===== config.mk =====
export PLATFORM = sky130hd
export DESIGN_NAME = windowed_median_filter
export DESIGN_NICKNAME = d
export VERILOG_FILES = /design/src/wmf_pkg.sv /design/src/wmf_ctrl.sv /design/src/wmf_dp.sv /design/src/windowed_median_filter.sv
export SDC_FILE = /design/constraint.sdc
export NUM_CORES = 2
export LEC_CHECK = 0
export BUFFER_PORTS_ARGS = -buffer_cell sky130_fd_sc_hd__buf_2
export CORE_MARGIN = 1.5
export CORE_UTILIZATION = 50
export CTS_BUF_LIST = sky130_fd_sc_hd__clkbuf_8
export DETAILED_ROUTE_END_ITERATION = 16
export PLACE_DENSITY = 0.66
export SYNTH_ARGS = -nofsm -noshare
export SYNTH_HDL_FRONTEND = slang
export SYNTH_SLANG_ARGS = --single-unit

===== constraint.sdc =====
create_clock -name clk_i -period 3.47 [get_ports clk_i]
set_input_delay 0.1735 -clock clk_i [delete_from_list [all_inputs] [get_ports clk_i]]
set_output_delay 0.1735 -clock clk_i [all_outputs]
set_load 0.005 [all_outputs]

===== src/wmf_pkg.sv =====
// ----------------------------------------------------------------------------
// wmf_pkg: shared types and constants of the windowed median filter
// Holds default build sizes, register map codes, the controller state type
// and the command group passed from the controller to the datapath.
// ----------------------------------------------------------------------------
package wmf_pkg;

  // Default build sizes.
  localparam int MAX_WINDOW_DEFAULT  = 32;
  localparam int SAMPLE_BITS_DEFAULT = 12;

  // Configuration register map.
  localparam int              WS_BITS          = 6;
  localparam int              CFG_ADDR_W       = 3;
  localparam int              CFG_DATA_W       = 32;
  localparam logic [0:0]      REG_WINDOW_SIZE  = 1'b0;
  localparam logic [WS_BITS-1:0] WINDOW_SIZE_RESET = 6'd16;

  // Controller states.
  typedef enum logic [0:0] {
    CtrlIdle,
    CtrlShift
  } ctrl_state_e;

  // Commands from the controller to the datapath.
  typedef struct packed {
    logic insert;  // insert in sorted order, up to the current fill position
    logic shift;   // move every cell one place toward cell 0
    logic emit;    // register the result from cells 0 and 1
    logic odd;     // window count is odd: result is cell 0 doubled
  } dp_cmd_t;

endpackage


===== src/wmf_ctrl.sv =====
// ----------------------------------------------------------------------------
// wmf_ctrl: controller of the windowed median filter
// Tracks the fill count, decides when a window closes and sequences the
// shifts that bring the middle samples down to cell 0 before the result.
// ----------------------------------------------------------------------------
module wmf_ctrl #(
  parameter int MAX_WINDOW = 32,
  parameter int CW         = 6
) (
  input  logic                          clk_i,
  input  logic                          rst_ni,
  input  logic                          start_i,
  input  logic [wmf_pkg::WS_BITS-1:0]   window_size_i,
  output logic                          busy_o,
  output wmf_pkg::dp_cmd_t              cmd_o,
  output logic [CW-1:0]                 ins_pos_o
);
  import wmf_pkg::*;

  localparam int WW = (CW > WS_BITS) ? CW : WS_BITS;

  ctrl_state_e   state_q, state_d;
  logic [CW-1:0] count_q, count_d;
  logic [CW-1:0] shift_q, shift_d;
  logic          odd_q, odd_d;

  logic          accept;
  logic [WW-1:0] ws_w;
  logic [WW-1:0] n_eff;
  logic [WW-1:0] cnt_inc;
  logic          close;

  assign accept  = start_i && (state_q == CtrlIdle);
  assign ws_w    = WW'(window_size_i);
  // Zero acts as one; saturate to the built capacity.
  assign n_eff   = (ws_w == '0) ? WW'(1) :
                   ((ws_w > WW'(MAX_WINDOW)) ? WW'(MAX_WINDOW) : ws_w);
  assign cnt_inc = WW'(count_q) + WW'(1);
  assign close   = (cnt_inc >= n_eff);

  // Next state.
  always_comb begin
    state_d = state_q;
    case (state_q)
      CtrlIdle: begin
        if (accept && close) begin
          state_d = CtrlShift;
        end
      end
      CtrlShift: begin
        if (shift_q == '0) begin
          state_d = CtrlIdle;
        end
      end
      default: state_d = CtrlIdle;
    endcase
  end

  // Counters.
  always_comb begin
    count_d = count_q;
    shift_d = shift_q;
    odd_d   = odd_q;
    if (accept) begin
      if (close) begin
        count_d = '0;
        shift_d = count_q >> 1;
        odd_d   = ~count_q[0];
      end else begin
        count_d = count_q + CW'(1);
      end
    end else if ((state_q == CtrlShift) && (shift_q != '0)) begin
      shift_d = shift_q - CW'(1);
    end
  end

  // Outputs.
  always_comb begin
    cmd_o        = '0;
    busy_o       = 1'b0;
    cmd_o.insert = accept;
    cmd_o.odd    = odd_q;
    case (state_q)
      CtrlIdle: begin
        busy_o = 1'b0;
      end
      CtrlShift: begin
        busy_o     = 1'b1;
        cmd_o.shift = (shift_q != '0);
        cmd_o.emit  = (shift_q == '0);
      end
      default: busy_o = 1'b1;
    endcase
  end

  assign ins_pos_o = count_q;

  always_ff @(posedge clk_i or negedge rst_ni) begin
    if (!rst_ni) begin
      state_q <= CtrlIdle;
      count_q <= '0;
      shift_q <= '0;
      odd_q   <= 1'b0;
    end else begin
      state_q <= state_d;
      count_q <= count_d;
      shift_q <= shift_d;
      odd_q   <= odd_d;
    end
  end

endmodule


===== src/wmf_dp.sv =====
// ----------------------------------------------------------------------------
// wmf_dp: datapath of the windowed median filter
// A chain of sorting cells that, outside shifts, inserts one sample per cycle
// ascending, shifts toward cell 0 on command and registers the doubled median.
// ----------------------------------------------------------------------------
module wmf_dp #(
  parameter int MAX_WINDOW  = 32,
  parameter int SAMPLE_BITS = 12,
  parameter int CW          = 6
) (
  input  logic                    clk_i,
  input  logic                    rst_ni,
  input  wmf_pkg::dp_cmd_t        cmd_i,
  input  logic [CW-1:0]           ins_pos_i,
  input  logic [SAMPLE_BITS-1:0]  sample_i,
  output logic                    median_valid_o,
  output logic [SAMPLE_BITS:0]    median_doubled_o
);
  import wmf_pkg::*;

  localparam int SECOND = (MAX_WINDOW > 1) ? 1 : 0;

  logic [SAMPLE_BITS-1:0] cell_q [MAX_WINDOW];
  logic [SAMPLE_BITS-1:0] cell_d [MAX_WINDOW];
  logic                   valid_q;
  logic [SAMPLE_BITS:0]   median_q;
  logic [SAMPLE_BITS:0]   sum;

  for (genvar i = 0; i < MAX_WINDOW; i++) begin : g_cell
    logic at_end;
    logic in_range;
    assign at_end   = (ins_pos_i == CW'(i));
    assign in_range = (CW'(i) <= ins_pos_i);

    if (i == 0) begin : g_first
      always_comb begin
        cell_d[i] = cell_q[i];
        if (cmd_i.insert) begin
          if (at_end || (cell_q[i] > sample_i)) begin
            cell_d[i] = sample_i;
          end
        end else if (cmd_i.shift) begin
          cell_d[i] = cell_q[SECOND];
        end
      end
    end else begin : g_rest
      always_comb begin
        cell_d[i] = cell_q[i];
        if (cmd_i.insert) begin
          if (in_range) begin
            // Larger neighbors move up one place; the sample lands at the gap.
            if (cell_q[i-1] > sample_i) begin
              cell_d[i] = cell_q[i-1];
            end else if (at_end || (cell_q[i] > sample_i)) begin
              cell_d[i] = sample_i;
            end
          end
        end else if (cmd_i.shift && (i < MAX_WINDOW - 1)) begin
          cell_d[i] = cell_q[(i < MAX_WINDOW - 1) ? i + 1 : i];
        end
      end
    end

    always_ff @(posedge clk_i) begin
      cell_q[i] <= cell_d[i];
    end
  end

  // Odd count: middle sample doubled; even: sum of the two middle samples.
  assign sum = {1'b0, cell_q[0]} +
               (cmd_i.odd ? {1'b0, cell_q[0]} : {1'b0, cell_q[SECOND]});

  always_ff @(posedge clk_i or negedge rst_ni) begin
    if (!rst_ni) begin
      valid_q <= 1'b0;
    end else begin
      valid_q <= cmd_i.emit;
    end
  end

  always_ff @(posedge clk_i) begin
    if (cmd_i.emit) begin
      median_q <= sum;
    end
  end

  assign median_valid_o   = valid_q;
  assign median_doubled_o = median_q;

endmodule


===== src/windowed_median_filter.sv =====
// ----------------------------------------------------------------------------
// windowed_median_filter: median of a configurable window of samples
// Collects samples in sorted order; when the window is full it gives twice
// the median (half-LSB fixed point) and starts a new window.
// ----------------------------------------------------------------------------
//
//  Channel   Ports                                         Direction  Beat
//  -------   --------------------------------------------  ---------  -----------------------
//  sample    start_i, busy_o, sample_i                     in         start_i && !busy_o
//  result    median_valid_o, median_doubled_o              out        median_valid_o (1 cycle)
//  config    psel_i, penable_i, pwrite_i, paddr_i,         in/out     psel & penable & pwrite
//            pwdata_i, prdata_o, pready_o
//
//  A sample that does not close a window leaves busy_o low.
//  A sample that closes a window holds busy_o high while the cell chain
//  shifts one place per cycle until the middle samples sit in cells 0 and 1,
//  and while the result is registered. The result beat follows on the cycle
//  after busy_o's last high cycle, as busy_o drops.
//  Reset (rst_ni low, asynchronous) empties the window and sets window_size
//  to 16. The receiver cannot stall: each result is shown for one cycle.
//
module windowed_median_filter #(
  parameter int MAX_WINDOW  = wmf_pkg::MAX_WINDOW_DEFAULT,
  parameter int SAMPLE_BITS = wmf_pkg::SAMPLE_BITS_DEFAULT
) (
  input  logic                               clk_i,
  input  logic                               rst_ni,
  // Sample channel
  input  logic                               start_i,
  output logic                               busy_o,
  input  logic [SAMPLE_BITS-1:0]             sample_i,
  // Result channel
  output logic                               median_valid_o,
  output logic [SAMPLE_BITS:0]               median_doubled_o,
  // Configuration port
  input  logic                               psel_i,
  input  logic                               penable_i,
  input  logic                               pwrite_i,
  input  logic [wmf_pkg::CFG_ADDR_W-1:0]     paddr_i,
  input  logic [wmf_pkg::CFG_DATA_W-1:0]     pwdata_i,
  output logic [wmf_pkg::CFG_DATA_W-1:0]     prdata_o,
  output logic                               pready_o
);
  import wmf_pkg::*;

  // Fill count must hold MAX_WINDOW itself.
  localparam int CW = $clog2(MAX_WINDOW + 1);

  logic [WS_BITS-1:0] window_size_q, window_size_d;
  logic               cfg_write;
  logic [0:0]         reg_index;
  dp_cmd_t            cmd;
  logic [CW-1:0]      ins_pos;

  // Configuration: word address in the upper paddr bits, byte offset ignored.
  assign reg_index = paddr_i[CFG_ADDR_W-1:2];
  assign cfg_write = psel_i && penable_i && pwrite_i;
  assign pready_o  = 1'b1;

  always_comb begin
    window_size_d = window_size_q;
    if (cfg_write && (reg_index == REG_WINDOW_SIZE)) begin
      window_size_d = pwdata_i[WS_BITS-1:0];
    end
  end

  // Read back the register; unmapped words read as zero.
  always_comb begin
    prdata_o = '0;
    if (reg_index == REG_WINDOW_SIZE) begin
      prdata_o = CFG_DATA_W'(window_size_q);
    end
  end

  always_ff @(posedge clk_i or negedge rst_ni) begin
    if (!rst_ni) begin
      window_size_q <= WINDOW_SIZE_RESET;
    end else begin
      window_size_q <= window_size_d;
    end
  end

  // Controller: fill count, window close and shift sequencing.
  wmf_ctrl #(
    .MAX_WINDOW (MAX_WINDOW),
    .CW         (CW)
  ) u_ctrl (
    .clk_i         (clk_i),
    .rst_ni        (rst_ni),
    .start_i       (start_i),
    .window_size_i (window_size_q),
    .busy_o        (busy_o),
    .cmd_o         (cmd),
    .ins_pos_o     (ins_pos)
  );

  // Datapath: sorting cell chain and result register.
  wmf_dp #(
    .MAX_WINDOW  (MAX_WINDOW),
    .SAMPLE_BITS (SAMPLE_BITS),
    .CW          (CW)
  ) u_dp (
    .clk_i            (clk_i),
    .rst_ni           (rst_ni),
    .cmd_i            (cmd),
    .ins_pos_i        (ins_pos),
    .sample_i         (sample_i),
    .median_valid_o   (median_valid_o),
    .median_doubled_o (median_doubled_o)
  );

endmodule


Yosys cells after proc, flatten, opt, wreduce, memory -nomap -nowiden --
Memory sizes are Yosys's and may differ from the RTL's. Index checks and enable logic that the tools add are counted.
Storage, ports and cells: memories kept 1, word-level logic and storage cells 326, output and inout port bits 48, input port bits 53, bits in registers 34, memory bits (writable) 384
Memory list:
- u_dp.cell_q | words 32, width 12, rd ports 32, clocked after memory_dff 0, write ports 32, RTL line wmf_dp.sv:23 | logic [SAMPLE_BITS-1:0] cell_q [MAX_WINDOW];
Operators by class: reductions and logical operators 45, $lt $le $gt $ge 65, $add $sub $neg 3, mux-type cells 170, bitwise logic cells 3, equality and inequality tests 32
Operators with widths (count):
- 12-bit two-way mux | 158
- 12-bit greater-than comparator | 32
- 6-bit by 5-bit equality test with 1-bit output, second input constant | 16
- 5-bit by 6-bit less-or-equal comparator with 1-bit output, first input constant | 16
- 6-bit by 4-bit equality test with 1-bit output, second input constant | 8
- 4-bit by 6-bit less-or-equal comparator with 1-bit output, first input constant | 8
- 6-bit two-way mux | 7
- 1-bit logical OR | 32
- 6-bit by 3-bit equality test with 1-bit output, second input constant | 4
- 3-bit by 6-bit less-or-equal comparator with 1-bit output, first input constant | 4
- 6-bit zero test | 3
- 12-bit by 13-bit adder with 13-bit output | 1
- 6-bit by 2-bit equality test with 1-bit output, second input constant | 2
- 2-bit by 6-bit less-or-equal comparator with 1-bit output, first input constant | 2
- 6-bit by 1-bit adder with 6-bit output, second input constant | 1
- 6-bit by 1-bit equality test with 1-bit output, second input constant | 1
- 6-bit greater-or-equal comparator | 1
- 6-bit greater-than comparator, second input constant | 1
- 1-bit by 6-bit less-or-equal comparator with 1-bit output, first input constant | 1
- 1-bit logical AND | 6
- 6-bit nonzero test | 1
- 6-bit by 1-bit subtractor with 6-bit output, second input constant | 1
- 1-bit case mux with 2 select lines | 2
- 2-bit AND reduction | 2
- 5 further kinds | 8

Longest topological paths before layout --
depth in word-level cells 7, mapped depth 12, depth with buffers taken out 11

Hierarchy --
Synthesis repeated with hierarchy kept, for this count alone.
Unflattened totals: cells, all modules 3116, area total of the unflattened synthesis 30623.1 µm²
By module, submodules not included:
- wmf_dp | seq. area each 11946.5 µm², times used 1, cells an instance 2963, area an instance 29174.2 µm²
- wmf_ctrl | seq. area each 350.3 µm², times used 1, cells an instance 105, area an instance 943.4 µm²
- windowed_median_filter | seq. area each 151.4 µm², times used 1, cells an instance 48, area an instance 505.5 µm²

Least setup slack after synthesis --
No wires, ideal clock.
kind input to register, start point in sample_i[1], end point mem u_dp.cell_q[8][4] (netlist: u_dp.cell_q[0][100]), enable pin, stages on the path 11, arrival time 3.524 ns, required time 3.070 ns, setup time 0.400 ns, path buffers 3, path slack -0.455 ns, cells stage by stage clkbuf_1 -> clkbuf_1 -> inv_1 -> ha_1 -> nor2b_1 -> o211ai_1 -> a211o_1 -> a31oi_4 -> buf_6 -> a211oi_1 -> o31ai_1
RTL lines:
- start: declaration | RTL line windowed_median_filter.sv:31 | input logic [SAMPLE_BITS-1:0] sample_i,
- end: declaration | RTL line wmf_dp.sv:23

==> results.md <==
* Number of DRC markers in iteration 0 at 2254
* Ant diodes at 0
* # IOs at 101
* #FFs+latches synth at 418
* # DRC at 0
* Htree depth at 3
* Worst clock skew at 35.0 ps
* Pwr/cell area at 1020 nW/um2
* First-pass GRT wire length at 149000 um
* Startpoint Class: register
* Pins over their slew limit at 0
* Max-cap viol count at 0
* Reg area at 12400 um2
* Syn Area/Cell at 10.2 um2
* Detailed placement HPWL at 69100 um
* Crit Path Max Fanout at 12
* Layout area overhead at 9.84%
* Overall Power at 34.9 mW
* Cells after Synth at 3073
* Port-buffer cells at 45
* Num Clock Sinks at 418
* Netlist cell types at 85
* # nets final at 3622
* Vias at 25.9k
* Post-synth EDFFs at 397
* Relative slew margins at 16.4%
* Initial antenna violation count at 1
* Element type at the critical path end: register
* Mapped Area at 31300 um2
* FILL cells at 5373
* Placed Cells at 3913
* CP Class: reg -> reg
* DP Worst Slack at 224 ps
* Total global routing overflow at 0
* Hold crit path type: in -> async
* Final setup vio count at 0
* Share of cells above drive strength 1 at 13.0%
* Seq/Total Area, Yosys at 39.8%
* GPL Wtd Cong at 0.908
* Area of the multi-input gates at 17800 um2
* Slowest CP cell: a211oi_2
* WP data required at 3730 ps
* Status: complete, no violations
* Fin crit period at 3140 ps
* Clock buffer depth at 3
* Post-Layout Cell Count at 4052
* Worst skew pair latency at 670 ps
* Worst EP arrival at 3400 ps
* Fin. Hold Viols at 0
* TritonCTS Buffers at 77
* Die Span Y at 253 um
* Leakage at 14.2 nW
* Vias per inst at 6.38
* Critical Path Max Stage Delay at 1030 ps
* Max frequency at 318 MHz
* Dpl cell area at 32900 um2
* GR Util All Layers at 30.2%
* Worst Max-Slew Pin Slew at 1250 ps
* Critical-path cell list: ha_1, nand4_1, a211o_1, a31oi_4, a2111oi_0, a211oi_2
* Initial Util at 50.6%
* First drt pass iteration count at 8
* Core area at 61800 um2
* Final hold slack at 60.3 ps
* Max rail drop VDD at 0.417 mV
* Ys async rst share at 5.02%
* Fin util at 55.6%
* Largest net degree at the start of global routing at 207
* CTS tree: built
* CTS resizes at 0
* Design area at 34400 um2
* Overall die area at 64100 um2
* Fin Setup TNS at 0 ps
* Final period util at 90.6%
* Ys Warns at 0
* Rows at 91
* CTS Root Cell: clkbuf_8
* RSZ-0062 raised after global routing: false
* Reg clk slew, reported paths at 60 ps
* Final worst slack at 327 ps
* Final WL at 97100 um
* Die W at 253 um
* Top_reg_cell synth: edfxtp_1
* Vias in the first global route at 26.0k
* WL/cell at 24.0 um
* Antenna viol nets, final at 0
kinds of logic (layout without fill, tap and decap cells):
group	count (synthesis)	in the layout	synth area share, %
AO/OA/AOI/OAI	808	808	17.5
XOR/XNOR	12	12	0.336
adder cells (fa/ha/maj)	407	407	16.3
buffers and inverters	268	385	4.27
flip-flops	418	418	39.8
multiplexers	283	283	9.17
other	2	27	0.0240
AND/OR/NAND/NOR	875	875	12.6
critical path: cells and delay by family (launching register included):
kind	cells	cell delay, ps
adders and majority gates	1	370
DFF	1	480
and+or+nand+nor	1	200
AOI/OAI and AO/OA	4	1690
path summary, 6_finish.rpt:
kind | from | endpoint | slack (ps) | cells past startpoint
setup / recovery | u_dp.cell_q[0][190]$_DFFE_PP_ | u_dp.cell_q[1][1]$_DFFE_PP_ | 330 | 6
hold / removal | rst_ni | u_ctrl.odd_q$_DFFE_PN0P_ | 60 | 2
setup reg to reg | u_dp.cell_q[0][190]$_DFFE_PP_ | u_dp.cell_q[1][1]$_DFFE_PP_ | 330 | 6
hold reg to reg | window_size_q[0]$_DFFE_PN0P_ | window_size_q[0]$_DFFE_PN0P_ | 550 | 1
max in group asynchronous | rst_ni | u_ctrl.state_q$_DFF_PN0_ | 2990 | 2
min in group clk_i | pwrite_i | window_size_q[1]$_DFFE_PN0P_ | 90 | 3
metal layers:
metal | global-route usage [%] | vias to the layer above | part of all wire (%)
met1 | 40.8 | 12500 | 43
met5 | 0 | - | 0
met2 | 47.8 | 1245 | 45
li1 | - | 11800 | -
met4 | 13.8 | 0 | 4.3
met3 | 4.44 | 246 | 8.2
synthesized netlist by cell type, drive strengths merged (5+ instances only):
library cell    n  area (um2)
nand3          43         215
edfxtp        397       11900
o21a            7        52.6
nand2b         16         100
a221oi         78         802
nand2         364        1370
nor2b          51         327
a31oi          26         343
and3            5        31.3
buf           118         773
a21o           39         293
a311oi          5        43.8
nand4          91         569
nor3           46         235
nor4            5        31.3
or3             6        37.5
xnor2           9        78.8
a211oi         36         305
clkbuf         90         338
o211ai         37         283
mux2i         254        2540
nor2          230         871
inv            60         225
ha            406        5080
o31ai          13         111
a21oi         176         915
o21ai         318        1590
o221ai         13         114
dfrtp          20         500
mux2           29         327
a211o          14         123
a2111oi        11         136
cell usage in the layout, fill, tap and decap left out, types with 11 or more instances in the layout:
cell type,instances
o211ai_1,36
clkbuf_8,81
a21o_1,39
a211o_1,14
conb_1,27
buf_12,13
a31oi_4,12
nand2b_1,15
nand2_1,363
mux2i_1,254
nor2b_1,49
o21ai_1,33
o221ai_1,13
nand3_1,43
dfrtp_1,20
inv_2,11
mux2_2,29
nor2_1,228
edfxtp_1,397
clkinv_1,12
a21oi_1,159
buf_2,45
inv_1,78
nor3_1,44
o21ai_0,284
nand4_1,91
a21oi_2,17
ha_1,406
a221oi_1,56
a221oi_2,22
a211oi_1,26
buf_4,128
cell type report:
| type | count | share of cell area (%) |
|---|---|---|
| Multi-Input combinational cell | 2412 | 51.7 |
| Sequential cell | 418 | 36.2 |
| Clock inverter | 51 | 0.706 |
| Clock buffer | 81 | 3.24 |
| Inverter | 60 | 0.655 |
| Timing Repair Buffer | 193 | 4.41 |
| Tap cell | 837 | 3.05 |
repair_timing:
| action | 4_1_cts | 5_1_grt |
|---|---|---|
| setup buffers | 0 | 0 |
| hold buffers | 7 | 0 |
| hold endpoints to repair | 27 | 0 |
flip-flops by register name (all words and copies together), names as in the netlist:
name	cells
u_ctrl.ins_pos_o	6
u_ctrl.shift_q	6
window_size_q	6
u_ctrl.state_q	1
u_dp.cell_q	384
u_ctrl.odd_q	1
u_dp.median_valid_o	1
u_dp.median_doubled_o	13
power breakdown:
part	internal [mW]	total, mW	switching [mW]
Combinational	7.16	17.8	10.7
Sequential	9.88	12.6	2.76
Clock	2.22	4.42	2.21
No activity file was read; power rests on OpenSTA's default activity.
